[src/design/shec_pkg.sv]
// shec_pkg: shared widths and the control bundle for the hamming encoder cells
// used by shec_cell and streaming_symbol_hamming_encoder_core
package shec_pkg;

  localparam int POS_W = 16;
  localparam int SYM_W = 8;

  typedef struct packed {
    logic acc_en;
    logic load;
    logic shift;
    logic clear;
  } cell_ctl_t;

endpackage

[src/design/shec_cell.sv]
// shec_cell: one check-symbol cell of the encoder row, accumulates and shifts out
// depends on shec_pkg for the control bundle
module shec_cell #(
  parameter int SYMBOL_BITS = 8
) (
  input  logic                   clk,
  input  logic                   rst_n,
  input  shec_pkg::cell_ctl_t    ctl,
  input  logic [SYMBOL_BITS-1:0] sym,
  input  logic                   pbit,
  input  logic                   ge,
  input  logic [SYMBOL_BITS-1:0] acc_in,
  input  logic                   vld_in,
  output logic [SYMBOL_BITS-1:0] acc,
  output logic                   vld
);

  logic [SYMBOL_BITS-1:0] acc_r, acc_nxt;
  logic                   vld_r, vld_nxt;

  always_comb begin
    acc_nxt = acc_r;
    vld_nxt = vld_r;
    if (ctl.clear) begin
      acc_nxt = '0;
      vld_nxt = 1'b0;
    end else if (ctl.shift) begin
      acc_nxt = acc_in;
      vld_nxt = vld_in;
    end else begin
      if (ctl.acc_en && pbit) begin
        acc_nxt = acc_r ^ sym;
      end
      if (ctl.load) begin
        vld_nxt = ge;
      end
    end
  end

  always_ff @(posedge clk) begin
    if (!rst_n) begin
      acc_r <= '0;
      vld_r <= 1'b0;
    end else begin
      acc_r <= acc_nxt;
      vld_r <= vld_nxt;
    end
  end

  assign acc = acc_r;
  assign vld = vld_r;

endmodule

[src/design/streaming_symbol_hamming_encoder_core.sv]
// streaming_symbol_hamming_encoder_core: top level of the streaming hamming encoder
// depends on shec_pkg and a row of shec_cell instances
//
// usage: data symbols arrive on the in_ channel, one per transfer, with in_last
// marking the final symbol of a codeword. each symbol leaves at once on the out_
// channel with its code position (check positions are skipped). a symbol past
// the usable length is flagged dropped with position 0. after the last symbol,
// the check symbols follow in rising position order, one per cycle while
// out_ready is high, then the state clears for the next codeword.
// each data result is registered and appears in the cycle after its input transfer.
// throughput: one symbol per cycle while out_ready is high; after a last symbol,
// the output then carries its check symbols (up to CHECK_COUNT), during which
// in_ready is low while the cell row shifts its check symbols out.
// the output register lets a new symbol enter while a result is taken; when
// out_ready is low the result holds and in_ready drops.
// reset clears the length, the check cells and the output valid.
module streaming_symbol_hamming_encoder_core #(
  parameter int MAX_LENGTH  = 65535,
  parameter int CHECK_COUNT = 16,
  parameter int SYMBOL_BITS = 8
) (
  input  logic                        clk,
  input  logic                        rst_n,
  input  logic                        in_valid,
  output logic                        in_ready,
  input  logic [shec_pkg::SYM_W-1:0]  in_symbol,
  input  logic                        in_last,
  output logic                        out_valid,
  input  logic                        out_ready,
  output logic [shec_pkg::POS_W-1:0]  out_position,
  output logic [shec_pkg::SYM_W-1:0]  out_value,
  output logic                        out_is_check,
  output logic                        out_dropped,
  output logic                        out_end_of_run
);

  localparam int PW        = shec_pkg::POS_W;
  localparam int CODE_SPAN = (1 << CHECK_COUNT) - 1;
  localparam int LEN_LIM_I = (MAX_LENGTH < CODE_SPAN) ? MAX_LENGTH : CODE_SPAN;
  localparam logic [PW:0] LEN_LIMIT = (PW+1)'(LEN_LIM_I);

  logic [PW-1:0]          len_r, len_nxt, len_upd;
  logic                   drain_r, drain_nxt;
  logic [PW-1:0]          pos_r, pos_nxt;
  logic                   out_valid_r, out_valid_nxt;
  logic [PW-1:0]          out_pos_r, out_pos_nxt;
  logic [shec_pkg::SYM_W-1:0] out_val_r, out_val_nxt;
  logic                   out_chk_r, out_chk_nxt;
  logic                   out_drop_r, out_drop_nxt;
  logic                   out_end_r, out_end_nxt;

  logic [SYMBOL_BITS-1:0] sym;
  logic [PW:0]            l1, p;
  logic                   drop, take, slot_free, shift, done;
  logic [CHECK_COUNT-1:0] ge;
  logic [SYMBOL_BITS-1:0] acc [CHECK_COUNT+1];
  logic [CHECK_COUNT:0]   vld;
  logic [shec_pkg::SYM_W-1:0] chk_val;
  logic [shec_pkg::SYM_W-1:0] sym_val;
  shec_pkg::cell_ctl_t    ctl;

  assign sym = in_symbol[SYMBOL_BITS-1:0];

  always_comb begin
    l1 = {1'b0, len_r} + (PW+1)'(1);
    if (len_r == '0) begin
      p = (PW+1)'(3);
    end else if ((l1 & (l1 - (PW+1)'(1))) == '0) begin
      p = l1 + (PW+1)'(1);
    end else begin
      p = l1;
    end
  end

  assign drop      = (p > LEN_LIMIT);
  assign slot_free = !out_valid_r || out_ready;
  assign in_ready  = !drain_r && slot_free;
  assign take      = in_valid && in_ready;
  assign shift     = drain_r && slot_free;
  assign done      = shift && !vld[1];
  assign len_upd   = (take && !drop) ? p[PW-1:0] : len_r;

  assign ctl.acc_en = take && !drop;
  assign ctl.load   = take && in_last;
  assign ctl.shift  = shift;
  assign ctl.clear  = done;

  assign acc[CHECK_COUNT] = '0;
  assign vld[CHECK_COUNT] = 1'b0;

  genvar k;
  generate
    for (k = 0; k < CHECK_COUNT; k++) begin : g_cell
      assign ge[k] = |len_upd[PW-1:k];
      shec_cell #(.SYMBOL_BITS(SYMBOL_BITS)) u_cell (
        .clk    (clk),
        .rst_n  (rst_n),
        .ctl    (ctl),
        .sym    (sym),
        .pbit   (p[k]),
        .ge     (ge[k]),
        .acc_in (acc[k+1]),
        .vld_in (vld[k+1]),
        .acc    (acc[k]),
        .vld    (vld[k])
      );
    end
  endgenerate

  always_comb begin
    chk_val = '0;
    chk_val[SYMBOL_BITS-1:0] = acc[0];
    sym_val = '0;
    sym_val[SYMBOL_BITS-1:0] = sym;
  end

  always_comb begin
    len_nxt       = len_upd;
    drain_nxt     = drain_r;
    pos_nxt       = pos_r;
    out_valid_nxt = out_valid_r;
    out_pos_nxt   = out_pos_r;
    out_val_nxt   = out_val_r;
    out_chk_nxt   = out_chk_r;
    out_drop_nxt  = out_drop_r;
    out_end_nxt   = out_end_r;
    if (take) begin
      out_valid_nxt = 1'b1;
      out_pos_nxt   = drop ? '0 : p[PW-1:0];
      out_val_nxt   = sym_val;
      out_chk_nxt   = 1'b0;
      out_drop_nxt  = drop;
      out_end_nxt   = !in_last;
      if (in_last) begin
        len_nxt   = '0;
        drain_nxt = 1'b1;
        pos_nxt   = PW'(1);
      end
    end else if (shift) begin
      out_valid_nxt = 1'b1;
      out_pos_nxt   = pos_r;
      out_val_nxt   = chk_val;
      out_chk_nxt   = 1'b1;
      out_drop_nxt  = 1'b0;
      out_end_nxt   = !vld[1];
      pos_nxt       = {pos_r[PW-2:0], 1'b0};
      if (done) begin
        drain_nxt = 1'b0;
      end
    end else if (out_ready) begin
      out_valid_nxt = 1'b0;
    end
  end

  always_ff @(posedge clk) begin
    if (!rst_n) begin
      len_r       <= '0;
      drain_r     <= 1'b0;
      pos_r       <= PW'(1);
      out_valid_r <= 1'b0;
    end else begin
      len_r       <= len_nxt;
      drain_r     <= drain_nxt;
      pos_r       <= pos_nxt;
      out_valid_r <= out_valid_nxt;
    end
  end

  always_ff @(posedge clk) begin
    out_pos_r  <= out_pos_nxt;
    out_val_r  <= out_val_nxt;
    out_chk_r  <= out_chk_nxt;
    out_drop_r <= out_drop_nxt;
    out_end_r  <= out_end_nxt;
  end

  assign out_valid      = out_valid_r;
  assign out_position   = out_pos_r;
  assign out_value      = out_val_r;
  assign out_is_check   = out_chk_r;
  assign out_dropped    = out_drop_r;
  assign out_end_of_run = out_end_r;

endmodule

[config.mk]
export PLATFORM = sky130hd
export DESIGN_NAME = streaming_symbol_hamming_encoder_core
export DESIGN_NICKNAME = d
export VERILOG_FILES = /design/src/design/shec_pkg.sv /design/src/design/shec_cell.sv /design/src/design/streaming_symbol_hamming_encoder_core.sv
export SDC_FILE = /design/constraint.sdc
export NUM_CORES = 1
export LEC_CHECK = 0
export ABC_AREA = 1
export BUFFER_PORTS_ARGS = -buffer_cell sky130_fd_sc_hd__buf_2
export CORE_ASPECT_RATIO = 0.75
export CORE_MARGIN = 1.5
export CORE_UTILIZATION = 40
export DETAILED_ROUTE_END_ITERATION = 12
export PLACE_DENSITY = 0.64
export SLEW_MARGIN = 10
export SYNTH_ARGS = -nofsm -noshare
export SYNTH_HDL_FRONTEND = slang
export SYNTH_SLANG_ARGS = --single-unit
[constraint.sdc]
create_clock -name clk -period 3.6 [get_ports clk]
set_clock_uncertainty 0.2 [all_clocks]
set_input_delay 0.72 -clock clk [delete_from_list [all_inputs] [get_ports clk]]
set_output_delay 0.72 -clock clk [all_outputs]
set_load 0.005 [all_outputs]
==> results.yml, run 1 <==
power:
  p_clk_share_pct: 41.5
  p_sw_mw: 1.46
  combPwrFrac_pct: 12.3
  ir_drop_v: 0.000292
  p_int_mw: 3.80
  p_sw_share_pct: 27.7
  p_total_mw: 5.26
  power_frac_seq_pct: 46.1
  cellPowerDensity_mw_per_mm2: 432
  leakagePower_nw: 4.42
sta:
  slew_viol_final: 0
  holdWs_ps: 254
  tightest_slew_ps: 1000
  rsz0062_at_grt: "no"
  setup-tns-final_ps: 0
  setup_viol_count_final: 0
  finalCriticalPeriod_ps: 3260
  slew_headroom_pct: 33.3
  fin_crit_sh_pct: 90.7
  hold_violations: 0
  fmaxAchievable_mhz: 306
logic_synthesis:
  syn-num-nets: 1585
  synth_commonest_cells: "nand2_1 (530), dfxtp_1 (178), inv_1 (111)"
  synth.area.top_cells: "dfxtp_1 (33%), nand2_1 (18%), edfxtp_1 (7.2%)"
  yosysMostFrequentCell: "nand2_1"
  ys_async_sr_fraction_pct: 0
  syn_area_mm2: 0.0109
  syn_inst: 1568
  synth-seq-cells: 204
  synth_top_area_share_pct: 32.8
  synthFlopType: "dfxtp_1"
  ys_seq_area_share_pct: 40.0
  yosysWarnings: 0
  synth_edf_count: 26
  synth.largest_area_cell: "dfxtp_1"
  synth_cell_types: 45
  avgSynthCellArea_um2: 6.93
grt:
  grtUsageTotal_pct: 21.8
  grt.overflow.total: 0
  grt_pass1_vias: 9592
  grt_max_degree: 121
  grt_pass1_wl_um: 50600
  antenna_found_initial: 0
flow_run:
  max-cap-violations: 0
clock_network:
  clockBufferDepth: 3
  cts_root_buf: "clkbuf_16"
  ctsHoldBuffers: 0
  clock_latency_ps: 510
  cts_setup_buffers: 0
  clk_pin_slew_ps: 60
  cts_resized: 0
  clkSinkCount: 204
  htree_levels: 1
  cts_buffers: 22
  cts_tree: "done"
final_layout:
  diodes: 0
  nets: 1607
  fillers: 2738
  final_area_mm2: 0.0122
  drive_gt1_share_pct: 15.3
  seq_area_mm2: 0.00435
  area.growth.synth_to_final_pct: 11.9
  multi_input_area_mm2: 0.00569
drt:
  drt_wl_total_um: 31300
  firstDrtPassIters: 9
  vias: 10700
  remaining_drc_errors: 4
  drt_iter0_markers: 957
  ant_nets: 0
  via_per_inst: 5.47
  detail_route.wl_per_cell_um: 16.0
floorplanning:
  dieArea_mm2: 0.0282
  start_util_pct: 40.5
  num_rows: 52
  fp.dieH_um: 146
  num_io_pins: 42
  core_mm2: 0.0269
  dieWidth_um: 193
min_path:
  hp-start: "in_valid"
  hold_path.class: "input pin to register"
  min_to: "out_valid$_SDFFE_PN0P_"
  holdPathStages: 3
worst_setup_path:
  reg2reg_depth: 19
  arrival_ps: 3430
  r2r_start: "len_r[1]$_SDFF_PN0_"
  rr_endpoint: "g_cell[0].u_cell.acc[5]$_SDFFE_PP0P_"
  worst_setup_path_end_kind: "register"
  worstSetupStartpointType: "register"
  rrSetupSlack_ps: 340
  cp_max_fo: 11
  required_ps: 3770
  path_class: "register to register"
run_status:
  violations: "design-rule violations"
  status: "complete, but fails checks"
placed_design:
  place_congestion: 0.943
  place_area_mm2: 0.0115
  place_hpwl_um: 21200
  portBuffers: 41
==> per-stage QoR <==
stage          setup slack [ps]  utilization [%]  std cells
5_1_grt                    52.2             45.3       1957
4_1_cts                     235             45.2       1957
3_5_place_dp                249             42.7       1917
3_3_place_gp                390             42.7       1917
2_1_floorplan               616                -       1568
6_report                    336             45.3       1957
==> critical path: stages (launching register included) <==
cell      delay (ps)
dfxtp_2          400
ha_1             240
inv_1             90
ha_1             380
nand3_1          120
nand3b_1         230
nor2_4           120
nand2_2           70
inv_2             60
nand3_1           70
nor2_1            90
nor2_1            50
nor2_2           210
nand2_2           90
xor2_1           130
nand2_1           80
nand2_2          210
nand2_4          130
nand2_1          100
a21oi_1           60
==> cells in the final DEF (no fill, tap or decap), types with 14 or more instances in the layout <==
cell type  synthesis  layout
nand2_1          530     529
dfxtp_1          178     177
inv_1            111     110
nand4_1          100     100
a31oi_1           96      96
or2_2             81      81
nor2_1            74      74
a21oi_1           73      73
o21ai_0           48      48
nand3_1           45      45
buf_2              2      41
buf_4              2      39
edfxtp_1          26      26
clkbuf_16          0      23
nand2_2           14      14
==> worst max path at each step <==
| stage | from | endpoint | cells after the start |
|---|---|---|---|
| after floorplan | out_ready | out_dropped$_SDFFCE_PN0P_ | 9 |
| after global placement | len_r[1]$_SDFF_PN0_ | g_cell[3].u_cell.acc[1]$_SDFFE_PP0P_ | 17 |
| after detailed placement | len_r[1]$_SDFF_PN0_ | g_cell[3].u_cell.acc[0]$_SDFFE_PP0P_ | 18 |
| after CTS | len_r[1]$_SDFF_PN0_ | g_cell[3].u_cell.acc[0]$_SDFFE_PP0P_ | 18 |
| after global routing | len_r[1]$_SDFF_PN0_ | g_cell[0].u_cell.acc[3]$_SDFFE_PP0P_ | 19 |
| final | len_r[1]$_SDFF_PN0_ | g_cell[0].u_cell.acc[5]$_SDFFE_PP0P_ | 19 |
==> registers in the layout, indices dropped and copies added, names as in the netlist <==
signal and cells:
pos_r 16, g_cell.u_cell.vld 15, len_r 16, drain_r 1, g_cell.u_cell.acc 128, out_dropped 1, out_position 16, out_value 8
out_valid 1, out_is_check 1, out_end_of_run 1
==> power by group through the flow <==
stage	combinational, mW	sequential (mW)	clock [mW]
after floorplan	0.429	2.47	0
after global placement	0.634	2.47	0
after detailed placement	0.640	2.47	0
after CTS	0.642	2.42	2.21
after global routing	0.708	2.43	2.31
final	0.648	2.43	2.18
==> logic make-up (layout without fill, tap and decap cells) <==
family,Yosys count,after routing,share of synthesized area (%)
AOI/OAI and AO/OA,250,250,13.4
xor gates and xnor gates,15,15,1.21
adders and majority gates,4,4,0.460
buffers and inverters,212,250,7.88
DFF,204,204,40.0
and+or+nand+nor,883,883,37.1
==> area by class of cell <==
class / instances / share of cell area, %
clock buffers: 31 / 5.14
clock inverters: 9 / 0.401
inverters: 129 / 4.06
multi-input cells: 1152 / 46.8
flip-flops and latches: 204 / 35.7
well taps: 351 / 3.61
repair buffers: 81 / 4.26
==> routing by layer <==
layer	track usage, %	wire length, um	vias up	share of wire [%]
li1	-	-	5275	-
met1	33.0	15600	5098	50
met2	32.4	13100	285	42
met3	3.06	1880	41	6.0
met4	5.24	622	0	2.0
met5	0	0	-	0
Note: power is estimated with default switching activity, not from simulation.
==> run 2: changes to the inputs <==
--- a/config.mk
+++ b/config.mk
@@ -7,11 +7,13 @@
 export LEC_CHECK = 0
 export ABC_AREA = 1
 export BUFFER_PORTS_ARGS = -buffer_cell sky130_fd_sc_hd__buf_2
+export CELL_PAD_IN_SITES_DETAIL_PLACEMENT = 1
+export CELL_PAD_IN_SITES_GLOBAL_PLACEMENT = 1
 export CORE_ASPECT_RATIO = 0.75
 export CORE_MARGIN = 1.5
 export CORE_UTILIZATION = 40
 export DETAILED_ROUTE_END_ITERATION = 12
-export PLACE_DENSITY = 0.64
+export PLACE_DENSITY = 0.8
 export SLEW_MARGIN = 10
 export SYNTH_ARGS = -nofsm -noshare
 export SYNTH_HDL_FRONTEND = slang
==> results.yml, run 2 (synthesis gave the netlist of run 1 again) <==
run_status:
  status: "complete, but fails checks"
  violations: "design-rule violations"
final_layout:
  nets: 1611
  drive_gt1_share_pct: 15.1
  diodes: 0
  final_cell_mix: "nand2_1 (529), dfxtp_1 (177), inv_1 (110)"
  final_common_cell: "nand2_1"
  final_area_mm2: 0.0122
  final_cell_count_no_fill: 1960
  area.growth.synth_to_final_pct: 12.3
  largest_reg_flops: 128
sta:
  finalCriticalPeriod_ps: 3280
  setup_viol_count_final: 0
  fmaxAchievable_mhz: 305
  setup-tns-final_ps: 0
  slew_viol_final: 0
  rsz0062_at_grt: "no"
  slew_headroom_pct: 27.5
  hold_violations: 0
  tightest_slew_ps: 1090
  fin_crit_sh_pct: 91.0
clock_network:
  clkSinkCount: 204
  htree_levels: 1
  cts_tree: "done"
  cts_root_buf: "clkbuf_16"
  cts_setup_buffers: 0
  clock_latency_ps: 510
  clockBufferDepth: 3
  clk_pin_slew_ps: 60
  cts_buffers: 23
drt:
  drt_wl_total_um: 36400
  ant_nets: 0
  via_per_inst: 5.58
  detail_route.wl_per_cell_um: 18.5
  drt_iter0_markers: 722
  firstDrtPassIters: 9
  vias: 10900
  drt-met1-wl_um: 18000
  highest_layer: "met4"
  dr_wl_met2_um: 15900
  met3_length_um: 1770
  remaining_drc_errors: 1
placed_design:
  place_area_mm2: 0.0116
  portBuffers: 41
  place_hpwl_um: 25900
  place_congestion: 0.847
  dp_cells: 1920
worst_setup_path:
  path_class: "register to register"
  crit_chain: "ha_1, inv_1, ha_1, nand3_1, nand3b_1, nor2_4, nand2_2, inv_2, nand3_2, o21a_1, nor2_4, nand3_1, nand2_1, nand2_2, inv_4, nand4_1, a31oi_1"
  path_delay_family: "simple AND/OR/NAND/NOR gates"
  rrSetupSlack_ps: 320
  cp_max_fo: 12
  slowest_stage: "dfxtp_1"
  required_ps: 3830
  worst_setup_path_end_kind: "register"
  r2r_start: "len_r[0]$_SDFF_PN0_"
  worstSetupStartpointType: "register"
  arrival_ps: 3510
  critical_path_buf_inv_count: 3
  setup.worst_path.start: "len_r[0]$_SDFF_PN0_"
  critPathMaxStageDelay_ps: 400
floorplanning:
  start_util_pct: 40.5
  num_rows: 52
  fp.dieH_um: 146
  num_io_pins: 42
  dieWidth_um: 193
  dieArea_mm2: 0.0282
  core_mm2: 0.0269
power:
  cellPowerDensity_mw_per_mm2: 432
  p_total_mw: 5.27
  leakagePower_nw: 4.43
  ir_drop_v: 0.000312
grt:
  grt_max_degree: 94
  grt.overflow.total: 0
  antenna_found_initial: 0
  grt_pass1_vias: 11000
  grt_pass1_wl_um: 58900
  grtUsageTotal_pct: 25.7
flow_run:
  max-cap-violations: 0
min_path:
  hold_path.class: "register to register"
  hp-start: "pos_r[14]$_SDFFE_PN0P_"
==> run 2: changes by cell type in the layout (fill, tap and decap cells not counted), sizes merged <==
cell / delta
buf: +3
inv: -3
clkbuf: +2
clkinv: +1
==> run 2: what timing repair did <==
item / CTS / global route
hold buffers: 0 / 0
hold endpoints to repair: 0 / 0
gates resized for setup: 0 / 2
endpoints found under the setup margin: 0 / 24
==> run 2: area by class of cell <==
class | instances | area (um^2)
Fill cell | 3468 | 14700
Clock buffer | 33 | 623
Inverter | 129 | 494
Tap cell | 351 | 439
Multi-Input combinational cell | 1152 | 5690
Timing Repair Buffer | 84 | 591
Sequential cell | 204 | 4350
Clock inverter | 7 | 30.0
==> run 2: power breakdown <==
| group | switching (mW) | total [mW] | leakage [nW] | internal [mW] |
|---|---|---|---|---|
| Combinational | 0.474 | 0.685 | 2.41 | 0.211 |
| Sequential | 0.0458 | 2.43 | 1.70 | 2.38 |
| Clock | 0.963 | 2.16 | 0.319 | 1.19 |
==> run 2: path summary, 6_finish.rpt <==
kind	cells after the start	to
hold / removal	2	pos_r[14]$_SDFFE_PN0P_
setup reg to reg	17	g_cell[3].u_cell.acc[2]$_SDFFE_PP0P_
setup / recovery	17	g_cell[3].u_cell.acc[2]$_SDFFE_PP0P_
hold reg to reg	2	pos_r[14]$_SDFFE_PN0P_
==> run 2: per-layer routing <==
layer  vias up  global-route usage (%)
met1      5400                    37.0
li1       5272                       -
met3        46                    4.03
met5         -                       0
met4         0                    6.02
met2       210                    40.3
==> run 2: worst min-delay path: stages, from the launching register on <==
cell,delay (ps)
dfxtp_1,310
nand2_1,60
a21oi_1,50
==> run 2: per-stage QoR <==
step	util (%)	setup slack [ps]	hold slack (ps)
floorplan	-	616	241
global placement	43.0	429	252
detailed placement	43.0	284	259
CTS	45.4	228	267
global route	45.4	19.3	298
finish	45.4	324	269
